## src/ccl_pkg.sv

```systemverilog
package ccl_pkg;

    localparam logic [7:0] CTRL_MARK  = 8'hEF;
    localparam logic [7:0] WIDE_START = 8'hF1;
    localparam logic [7:0] SECURE_LOW = 8'h00;

    typedef enum logic [1:0] {
        MODE_INSECURE = 2'd0,
        MODE_CONTROL  = 2'd1,
        MODE_SECURE   = 2'd2
    } mode_t;

    typedef struct packed {
        logic [7:0] data_byte;
        logic       last_byte;
    } list_beat_t;

    typedef struct packed {
        logic [15:0] class_value;
        logic        class_valid;
        logic        secure_class;
        logic        end_of_list;
        logic [7:0]  insecure_total;
        logic [7:0]  secure_total;
        logic        truncated;
    } class_beat_t;

endpackage

```

## src/ccl_stream_if.sv

```systemverilog
interface ccl_stream_if #(
    parameter type payload_t = logic
);
    logic     valid;
    logic     ready;
    payload_t payload;

    modport source (
        output valid,
        output payload,
        input  ready
    );

    modport sink (
        input  valid,
        input  payload,
        output ready
    );
endinterface

```

## src/ccl_in_reg.sv

```systemverilog
module ccl_in_reg
    import ccl_pkg::*;
(
    input  logic        clk,
    input  logic        rst_n,
    ccl_stream_if.sink  list_beat,
    input  logic        advance,
    output logic        beat_valid,
    output list_beat_t  beat
);

    logic       valid_reg;
    list_beat_t beat_reg;
    logic       take;

    // slot frees up when the parser consumes the held beat
    assign list_beat.ready = !valid_reg || advance;
    assign take            = list_beat.valid && list_beat.ready;

    always_ff @(posedge clk or negedge rst_n)
    begin
        if (!rst_n)
        begin
            valid_reg <= 1'b0;
        end
        else if (take)
        begin
            valid_reg <= 1'b1;
        end
        else if (advance)
        begin
            valid_reg <= 1'b0;
        end
    end

    always_ff @(posedge clk)
    begin
        if (take)
        begin
            beat_reg <= list_beat.payload;
        end
    end

    assign beat_valid = valid_reg;
    assign beat       = beat_reg;

endmodule

```

## src/ccl_parser.sv

```systemverilog
module ccl_parser
    import ccl_pkg::*;
(
    input  logic        clk,
    input  logic        rst_n,
    input  logic        step,
    input  list_beat_t  beat,
    output class_beat_t result,
    output logic        emit
);

    mode_t      mode_reg,     mode_next;
    logic       pending_reg,  pending_next;
    logic [7:0] held_reg,     held_next;
    logic [7:0] ins_cnt_reg,  ins_cnt_next;
    logic [7:0] sec_cnt_reg,  sec_cnt_next;

    logic        have;
    logic        listed;
    logic        is_secure;
    logic        trunc;
    logic [15:0] cls;

    always_comb
    begin
        mode_next    = mode_reg;
        pending_next = pending_reg;
        held_next    = held_reg;
        ins_cnt_next = ins_cnt_reg;
        sec_cnt_next = sec_cnt_reg;
        have         = 1'b0;
        listed       = 1'b0;
        is_secure    = 1'b0;
        trunc        = 1'b0;
        cls          = 16'h0000;

        if (pending_reg)
        begin
            // second byte of a pair forms the class with the held byte, or selects secure mode if SECURE_LOW
            pending_next = 1'b0;
            held_next    = 8'h00;
            if (beat.data_byte == SECURE_LOW)
            begin
                mode_next = MODE_SECURE;
            end
            else
            begin
                cls  = {held_reg, beat.data_byte};
                have = 1'b1;
            end
        end
        else if (beat.data_byte >= WIDE_START)
        begin
            // a pair opened on the final byte is dropped
            if (beat.last_byte)
            begin
                trunc = 1'b1;
            end
            else
            begin
                pending_next = 1'b1;
                held_next    = beat.data_byte;
            end
        end
        else if (beat.data_byte == CTRL_MARK)
        begin
            mode_next = MODE_CONTROL;
        end
        else
        begin
            cls  = {8'h00, beat.data_byte};
            have = 1'b1;
        end

        if (have)
        begin
            case (mode_next)
                MODE_INSECURE:
                begin
                    ins_cnt_next = ins_cnt_reg + 8'd1;
                    listed       = 1'b1;
                end
                MODE_SECURE:
                begin
                    sec_cnt_next = sec_cnt_reg + 8'd1;
                    listed       = 1'b1;
                    is_secure    = 1'b1;
                end
                default:
                begin
                    listed = 1'b0;
                end
            endcase
        end

        result.class_value    = listed ? cls : 16'h0000;
        result.class_valid    = listed;
        result.secure_class   = is_secure;
        result.end_of_list    = beat.last_byte;
        result.insecure_total = ins_cnt_next;
        result.secure_total   = sec_cnt_next;
        result.truncated      = trunc;
        emit                  = listed || beat.last_byte;

        if (beat.last_byte)
        begin
            mode_next    = MODE_INSECURE;
            pending_next = 1'b0;
            held_next    = 8'h00;
            ins_cnt_next = 8'h00;
            sec_cnt_next = 8'h00;
        end
    end

    always_ff @(posedge clk or negedge rst_n)
    begin
        if (!rst_n)
        begin
            mode_reg    <= MODE_INSECURE;
            pending_reg <= 1'b0;
            held_reg    <= 8'h00;
            ins_cnt_reg <= 8'h00;
            sec_cnt_reg <= 8'h00;
        end
        else if (step)
        begin
            mode_reg    <= mode_next;
            pending_reg <= pending_next;
            held_reg    <= held_next;
            ins_cnt_reg <= ins_cnt_next;
            sec_cnt_reg <= sec_cnt_next;
        end
    end

endmodule

```

## src/ccl_out_reg.sv

```systemverilog
module ccl_out_reg
    import ccl_pkg::*;
(
    input  logic         clk,
    input  logic         rst_n,
    input  logic         load,
    input  class_beat_t  result,
    output logic         can_load,
    ccl_stream_if.source class_beat
);

    logic        valid_reg;
    class_beat_t result_reg;

    assign can_load = !valid_reg || class_beat.ready;

    always_ff @(posedge clk or negedge rst_n)
    begin
        if (!rst_n)
        begin
            valid_reg <= 1'b0;
        end
        else if (can_load)
        begin
            valid_reg <= load;
        end
    end

    always_ff @(posedge clk)
    begin
        if (load && can_load)
        begin
            result_reg <= result;
        end
    end

    assign class_beat.valid   = valid_reg;
    assign class_beat.payload = result_reg;

endmodule

```

## src/command_class_list_parser.sv

```systemverilog
// command class list parser
//
// list_beat carries one raw list byte per beat (data_byte) with last_byte set
// on the final byte of a list. class_beat carries a result beat for every
// class emitted in insecure or secure mode, and one on the final byte that
// reports both per-list totals and the truncated flag.
//
// a byte accepted is held in the input register, parsed by the combinational parse
// logic, and its result, if any, is loaded into the result register once that
// register can take it. bytes that give no result leave nothing.
// throughput: one byte per cycle while class_beat is not stalled; the parse logic
// between the input register and the result register is combinational.
//
// reset clears parse mode, pending pair and both counters, and empties both
// registers. the parser state also returns to reset after each final byte.
// when the receiver stalls, the result register holds its beat, the parse
// stage stops and the input register fills; list_beat.ready then drops until
// class_beat is taken.
module command_class_list_parser
    import ccl_pkg::*;
(
    input  logic         clk,
    input  logic         rst_n,
    ccl_stream_if.sink   list_beat,
    ccl_stream_if.source class_beat
);

    logic        beat_valid;
    list_beat_t  beat;
    logic        can_load;
    logic        step;
    logic        emit;
    class_beat_t result;

    assign step = beat_valid && can_load;

    ccl_in_reg u_in_reg (
        .clk        (clk),
        .rst_n      (rst_n),
        .list_beat  (list_beat),
        .advance    (step),
        .beat_valid (beat_valid),
        .beat       (beat)
    );

    ccl_parser u_parser (
        .clk    (clk),
        .rst_n  (rst_n),
        .step   (step),
        .beat   (beat),
        .result (result),
        .emit   (emit)
    );

    ccl_out_reg u_out_reg (
        .clk        (clk),
        .rst_n      (rst_n),
        .load       (step && emit),
        .result     (result),
        .can_load   (can_load),
        .class_beat (class_beat)
    );

endmodule

```

## src/flat_wrapper.sv

```systemverilog
// flat-port wrapper written by rule: the top's interface ports become plain ports
module command_class_list_parser_flat import ccl_pkg::*;
  (clk, rst_n, list_beat_valid, list_beat_payload, list_beat_ready, class_beat_valid, class_beat_payload, class_beat_ready);
  ccl_stream_if #(.payload_t(list_beat_t)) list_beat_i ();
  ccl_stream_if #(.payload_t(class_beat_t)) class_beat_i ();
  input  logic clk;
  input  logic rst_n;
  input wire logic [$bits(list_beat_i.valid)-1:0] list_beat_valid;
  input wire logic [$bits(list_beat_i.payload)-1:0] list_beat_payload;
  output wire logic [$bits(list_beat_i.ready)-1:0] list_beat_ready;
  output wire logic [$bits(class_beat_i.valid)-1:0] class_beat_valid;
  output wire logic [$bits(class_beat_i.payload)-1:0] class_beat_payload;
  input wire logic [$bits(class_beat_i.ready)-1:0] class_beat_ready;
  assign list_beat_i.valid = list_beat_valid;
  assign list_beat_i.payload = list_beat_payload;
  assign list_beat_ready = list_beat_i.ready;
  assign class_beat_valid = class_beat_i.valid;
  assign class_beat_payload = class_beat_i.payload;
  assign class_beat_i.ready = class_beat_ready;
  command_class_list_parser u_core (.clk(clk), .rst_n(rst_n), .list_beat(list_beat_i), .class_beat(class_beat_i));
endmodule
```

## config.mk

```make
export PLATFORM = sky130hd
export DESIGN_NAME = command_class_list_parser_flat
export DESIGN_NICKNAME = d
export VERILOG_FILES = /design/src/ccl_pkg.sv /design/src/ccl_stream_if.sv /design/src/ccl_in_reg.sv /design/src/ccl_parser.sv /design/src/ccl_out_reg.sv /design/src/command_class_list_parser.sv /design/src/flat_wrapper.sv
export SDC_FILE = /design/constraint.sdc
export NUM_CORES = 1
export LEC_CHECK = 0
export BUFFER_PORTS_ARGS = -buffer_cell sky130_fd_sc_hd__buf_4
export CAP_MARGIN = 0
export CORE_ASPECT_RATIO = 1.1
export CORE_MARGIN = 1
export CORE_UTILIZATION = 45
export DETAILED_ROUTE_END_ITERATION = 10
export GPL_TIMING_DRIVEN = 0
export PLACE_DENSITY = 0.65
export SYNTH_ARGS = -nofsm -noshare
export SYNTH_HDL_FRONTEND = slang
export SYNTH_SLANG_ARGS = --single-unit
```

## constraint.sdc

```tcl
create_clock -name clk -period 5.8 [get_ports clk]
set_clock_uncertainty 0.2 [all_clocks]
set_input_delay 0.29 -clock clk [delete_from_list [all_inputs] [get_ports clk]]
set_output_delay 0.29 -clock clk [all_outputs]
set_load 0.01 [all_outputs]
```

Yosys cells after proc, flatten, opt, wreduce, memory -nomap -nowiden
Cells that the tools add are included.
{"block": "classes", "addsub": 2, "n_lt_le_gt_ge": 1, "n_eq_ne": 2, "muxes": 31, "bitwise_logic": 1, "n_reduce_logical": 16}
{"cell": "two-way mux 8 bit", "n": 11}
{"cell": "two-way mux 16 bit", "n": 2}
{"cell": "adder 8 x 1 -> 8 bit, second input constant", "n": 2}
{"cell": "two-way mux 1 bit", "n": 13}
{"cell": "two-way mux 2 bit", "n": 5}
{"cell": "equality test 8 bit, second input constant", "n": 1}
{"cell": "greater-or-equal comparator 8 bit, second input constant", "n": 1}
{"cell": "logical NOT 8 bit", "n": 1}
{"cell": "logical AND 1 bit", "n": 4}
{"cell": "OR reduction 2 bit", "n": 2}
{"cell": "logical OR 1 bit", "n": 3}
{"cell": "nonzero test 3 bit", "n": 1}
{"cell": "equality test 2 bit, second input constant", "n": 1}
{"cell": "logical NOT 1 bit", "n": 2}
{"cell": "logical NOT 2 bit", "n": 1}
{"cell": "AND reduction 2 bit", "n": 1}
{"cell": "nonzero test 2 bit", "n": 1}
{"cell": "inverter 1 bit", "n": 1}
{"block": "totals", "register_bits": 74, "inputBits": 13, "out_inout_bits": 38, "elab_cells": 69}

Longest topological paths before layout
{"block": "depth", "depth_word": 11, "mapped_depth": 5, "ltp_nobuf": 5}

Modules after synthesis
From an unflattened synthesis, not the netlist that was laid out.
{"block": "hier_totals", "cells_unflattened": 263, "area_unflattened_um2": 3259.4}
{"module": "ccl_parser", "n_inst": 1, "cells_each": 208, "area_each_um2": 1788.0, "seq_area_each_um2": 675.6}
{"module": "ccl_out_reg", "n_inst": 1, "cells_each": 40, "area_each_um2": 1134.8, "seq_area_each_um2": 1106.1}
{"module": "ccl_in_reg", "n_inst": 1, "cells_each": 13, "area_each_um2": 324.1, "seq_area_each_um2": 295.3}
{"module": "command_class_list_parser", "n_inst": 1, "cells_each": 2, "area_each_um2": 12.5, "seq_area_each_um2": 0.0}

Worst setup path after synthesis
OpenSTA, ideal clock, no wires.
{"block": "synth_path", "path_type": "register to register", "start": "register u_core.u_in_reg.beat_reg (netlist bit u_core.u_in_reg.beat[3])", "end": "register u_core.u_out_reg.result_reg (netlist bit u_core.u_out_reg.class_beat.payload[0]) (enable)", "setup_time_ns": 0.397, "t_arrival_ns": 2.327, "t_required_ns": 5.203, "setup_slack_ns": 2.877, "stages_incl_launch_ff": 6, "n_path_buf": 1, "period_less_slack_ns": 2.923, "cell_sequence": "edfxtp_1 -> o31a_1 -> o221a_4 -> buf_6 -> o21ai_0 -> and2_1"}
{"block": "synth_via", "elab_chain_cells": 11, "elab_cells_between_ends": 19, "classes_between": "order compare: 1; eq/ne: 2; mux: 10; reduce/logical: 6"}
{"item": "start, declared", "line": "ccl_in_reg.sv:13", "rtl": "list_beat_t beat_reg;"}
{"item": "start signal, assigned", "line": "ccl_in_reg.sv:40", "rtl": "beat_reg <= list_beat.payload;"}
{"item": "parallel branches: the longest is 7 deep, another holds greater-or-equal comparator 8 bit"}
{"item": "two-way mux 1 bit *", "line": "ccl_parser.sv:75", "rtl": "if (have)"}
{"item": "logical OR 1 bit *", "line": "ccl_parser.sv:103", "rtl": "emit = listed || beat.last_byte;"}
{"item": "logical AND 1 bit *", "line": "command_class_list_parser.sv:58", "rtl": ".load (step && emit),"}
{"item": "logical AND 1 bit *", "line": "ccl_out_reg.sv:31", "rtl": "if (load && can_load)"}
{"item": "end signal, assigned", "line": "ccl_out_reg.sv:33", "rtl": "result_reg <= result;"}
{"item": "end, declared", "line": "ccl_out_reg.sv:13", "rtl": "class_beat_t result_reg;"}
Every way passes the cells marked *.
A chain may end at the register's enable or synchronous reset.

Final worst setup path
{"block": "layout_path", "start": "register u_core.u_in_reg.beat_reg (netlist bit u_core.u_in_reg.beat[3])", "end": "register u_core.u_out_reg.result_reg (netlist bit u_core.u_out_reg.class_beat.payload[9]) (enable)"}
Same word-level chain as after synthesis.

==> reports/metrics.sh <==
HPWLAFTERDP_UM=4950
FINAL-SETUP-VIOL-COUNT=0
HOLD_CLASS='input pin to async pin'
SYNTH_EDF_COUNT=45
CP-END-KIND='register'
DESIGN.FINAL.NETS=368
INITIAL_UTILIZATION_PCT=47.0
STATUS='complete, no violations'
SYNTH_TOP_FLOP_CELL='edfxtp_1'
CRITICAL_PATH_ARRIVAL_NS=2.71
LAYOUT_WORST_PATH_CYCLE_SHARE_PCT=50.7
CTS_ROOT_BUF='clkbuf_8'
CTS_SETUP_BUFFERS=0
POST_DRT_VIA_CELL_RATIO=5.30
DRT-INITIAL-DRC-COUNT=175
CLOCK_TREE_FROM_TRITONCTS='done'
WORST_SETUP_PATH_START_KIND='register'
MAXIMUM_NUMBER_OF_PINS_ON_ONE_NET_BEFORE_GLOBAL_ROUTE_REPAIR=37
WORSTREG2REGSTART='u_core.u_in_reg.beat[3]'
FINAL.SETUP.WORST_SLACK_NS=2.86
GLOBAL_ROUTE.OVERFLOW_TOTAL=0
SLEW_VIOLATIONS=0
HOLD_BUFFERS=11
PLACEABLECOREAREA_SQ_MM=0.00751
CLOCK_INSERTION_DELAY_AT_THE_LATER_PIN_OF_THE_SKEW_REPORT_NS=0.34
PWR_DENSITY_CELL_mW_PER_MM2=312
FMAX_MHz=340
FINAL_CELL_MIX='buf_4 (51), edfxtp_1 (45), dfrtp_1 (29), nand2_1 (22), and2_1 (20)'
SYN_AREA_SQ_MM=0.00353
DESIGN.PORTCOUNT=51
TIMING_WORST_SLEW_PIN_VALUE_NS=0.900
R2R_SETUP_SLACK_NS=2.86
CTSRESIZECOUNT=0
ROUTED-VIA-COUNT=2455
NUMBER_OF_INSTANCES_IN_THE_PLACED_DESIGN=436
SYNTHTOLAYOUTAREAGROWTH_PCT=22.6
TNS_NS=0
DRT-TOTAL-WL_UM=7470
CELL_COUNT_AFTER_SYNTHESIS=281
ASYNC_FLOP_SHARE_PCT=39.2
DRT.ANTENNA.VIOLATING_NETS=0
LARGEST_REG_FLOPS=36
DRTPASS1ITERATIONS=4
CRITICAL_PATH_CLASS='register to register'
SYN-MEAN-INSTANCE-AREA_SQ_UM=12.6
MAX_FO_CRITICAL_PATH=36
POSTSYNTHNETCOUNT=296
NUM_ROWS=33
GLOBALROUTETOTALUTIL_PCT=20.2
DIODES=0
DIE_W_UM=86.5
PORT-BUFFER-COUNT=50
CRITICAL-PATH-SLOWEST-CELL='and2_2'
TIMING.FINAL.HOLD_VIOLATIONS=0
CRIT_REQUIRED_NS=5.56
DRC_ERRORS=0
CLK_SINK_COUNT=74
PRE_CTS_SLACK_NS=2.86
FINAL.MIN_CLOCK_PERIOD_NS=2.94
CPPEAKSTAGEDELAY_NS=0.78
CTS.CLK_SLEW.WORST_PATHS_NS=0.08
MAX-SLEW-MARGIN-REL_PCT=40.0
TRITONCTS_BUFFER_COUNT=9
ROUTABILITYCONGESTION=0.870
YOSYS.CELL_TYPES.COUNT=57
ANTENNA_VIOLATIONS_BEFORE_REPAIR=0
CTS_H_TREE_LVLS=3
FINAL_CELL_COUNT_NO_FILL=463
TIMING.REG2REG.WORST_PATH_DEPTH=5
FIRST_PASS_GRT_WIRE_LENGTH_UM=12400
WL_PER_CELL_UM=16.1
DIE_HEIGHT_UM=94.9
CTS-ROOT-TO-SINK-BUFFERS=2
VIA_COUNT_OF_THE_FIRST_GLOBAL_ROUTING_PASS=2443
DRIVE_ABOVE_1_SHARE_PCT=25.1
R2R_END='u_core.u_out_reg.class_beat.payload[9]'
DIE_AREA_SQ_MM=0.00821
LEAKAGE_nW=1.72
SYNTH-SEQ-CELLS=74
YOSYS_WARNINGS=0
POWER.IR.VDD_WORST_V=0.000175
MOST_COMMON_CELL_AFTER_LAYOUT_FILL_AND_TAPS_ASIDE='buf_4'
TOTAL_POWER_mW=1.35
SEQ_AREA_FRAC_SYNTH_PCT=58.8
RSZ0062_AT_GRT='false'
FINAL_CORE_UTILIZATION_PCT=57.6
CP_CELL_INSTANCES='o31a_1, o221a_4, buf_6, o21ai_0, and2_2'
MAX_CAP_VIOLATIONS=0
-- critical path, delay by kind of cell (launching register included) --
family	cells	cell delay, ns
flops	1	0.49
buf+inv	1	0.17
simple gates	1	0.78
compound gates	3	0.90
-- synthesized netlist by cell type, types with 3 or more instances --
| cell type | instances | area (sq um) |
|---|---|---|
| edfxtp_1 | 45 | 1350 |
| dfrtp_1 | 29 | 726 |
| nand2_1 | 22 | 82.6 |
| and2_1 | 21 | 131 |
| inv_1 | 17 | 63.8 |
| xnor2_1 | 14 | 123 |
| nand3_1 | 11 | 55.1 |
| nor2_1 | 7 | 26.3 |
| nor4_1 | 7 | 43.8 |
| a21o_1 | 6 | 45.0 |
| a311o_1 | 6 | 60.1 |
| clkbuf_1 | 6 | 22.5 |
| nand4_1 | 6 | 37.5 |
| nand2b_1 | 5 | 31.3 |
| o211ai_1 | 5 | 37.5 |
| a311oi_1 | 4 | 35.0 |
| mux2i_1 | 4 | 40.0 |
| nor3_1 | 4 | 20.0 |
| o21ai_0 | 4 | 20.0 |
| a211o_1 | 3 | 26.3 |
| and3_1 | 3 | 18.8 |
| and4_1 | 3 | 26.3 |
| nor4b_1 | 3 | 26.3 |
| o311ai_2 | 3 | 48.8 |
-- routing by layer --
metal	vias to the layer above	global-route usage, %	share of wire (%)
met5	-	0	0
met4	0	6.67	1.4
met3	10	3.85	4.1
met2	52	33.8	48
met1	1187	26.3	47
li1	1206	-	-
-- worst max-delay path by stage --
stage,startpoint,end,slack (ns),cells after the start
after floorplan,u_core.u_in_reg.beat[3],u_core.u_out_reg.class_beat.payload[0],2.88,5
after global placement,u_core.u_in_reg.beat[3],u_core.u_out_reg.class_beat.payload[13],2.34,5
after detailed placement,u_core.u_in_reg.beat[3],u_core.u_out_reg.class_beat.payload[1],2.86,5
after CTS,u_core.u_in_reg.beat[3],u_core.u_out_reg.class_beat.payload[12],2.82,5
after global routing,u_core.u_in_reg.beat[3],u_core.u_out_reg.class_beat.payload[12],2.73,5
final,u_core.u_in_reg.beat[3],u_core.u_out_reg.class_beat.payload[9],2.86,5
-- power by group --
group	switching [mW]	internal (mW)	total, mW
sequential	0.0610	0.654	0.715
clock	0.189	0.176	0.365
combinational	0.136	0.134	0.271
-- kinds of logic (layout without fill, tap and decap cells) --
group	Yosys count	after routing	synth area share [%]
compound gates	45	45	11.9
xor+xnor	14	14	3.47
fa+ha+maj	2	2	0.708
buf+inv	28	105	3.51
flops	74	74	58.8
mux	5	5	1.56
simple gates	113	113	20.0
-- per-stage QoR --
stage          hold WS (ns)  area [sq um]
2_1_floorplan        -0.206          3530
3_3_place_gp         0.0519          4040
3_5_place_dp         0.0537          4040
4_1_cts               0.226          4330
5_1_grt               0.242          4330
6_report              0.220          4330
-- area by class of cell --
| cell class | count | area, sq um |
|---|---|---|
| Tap cell | 105 | 131 |
| Buffer | 10 | 56.3 |
| Fill cell | 686 | 3180 |
| Clock buffer | 11 | 151 |
| Clock inverter | 5 | 28.8 |
| Multi-Input combinational cell | 179 | 1330 |
| Inverter | 18 | 67.6 |
| Sequential cell | 74 | 2080 |
| Timing Repair Buffer | 61 | 485 |
(Power assumes the default switching activity.)
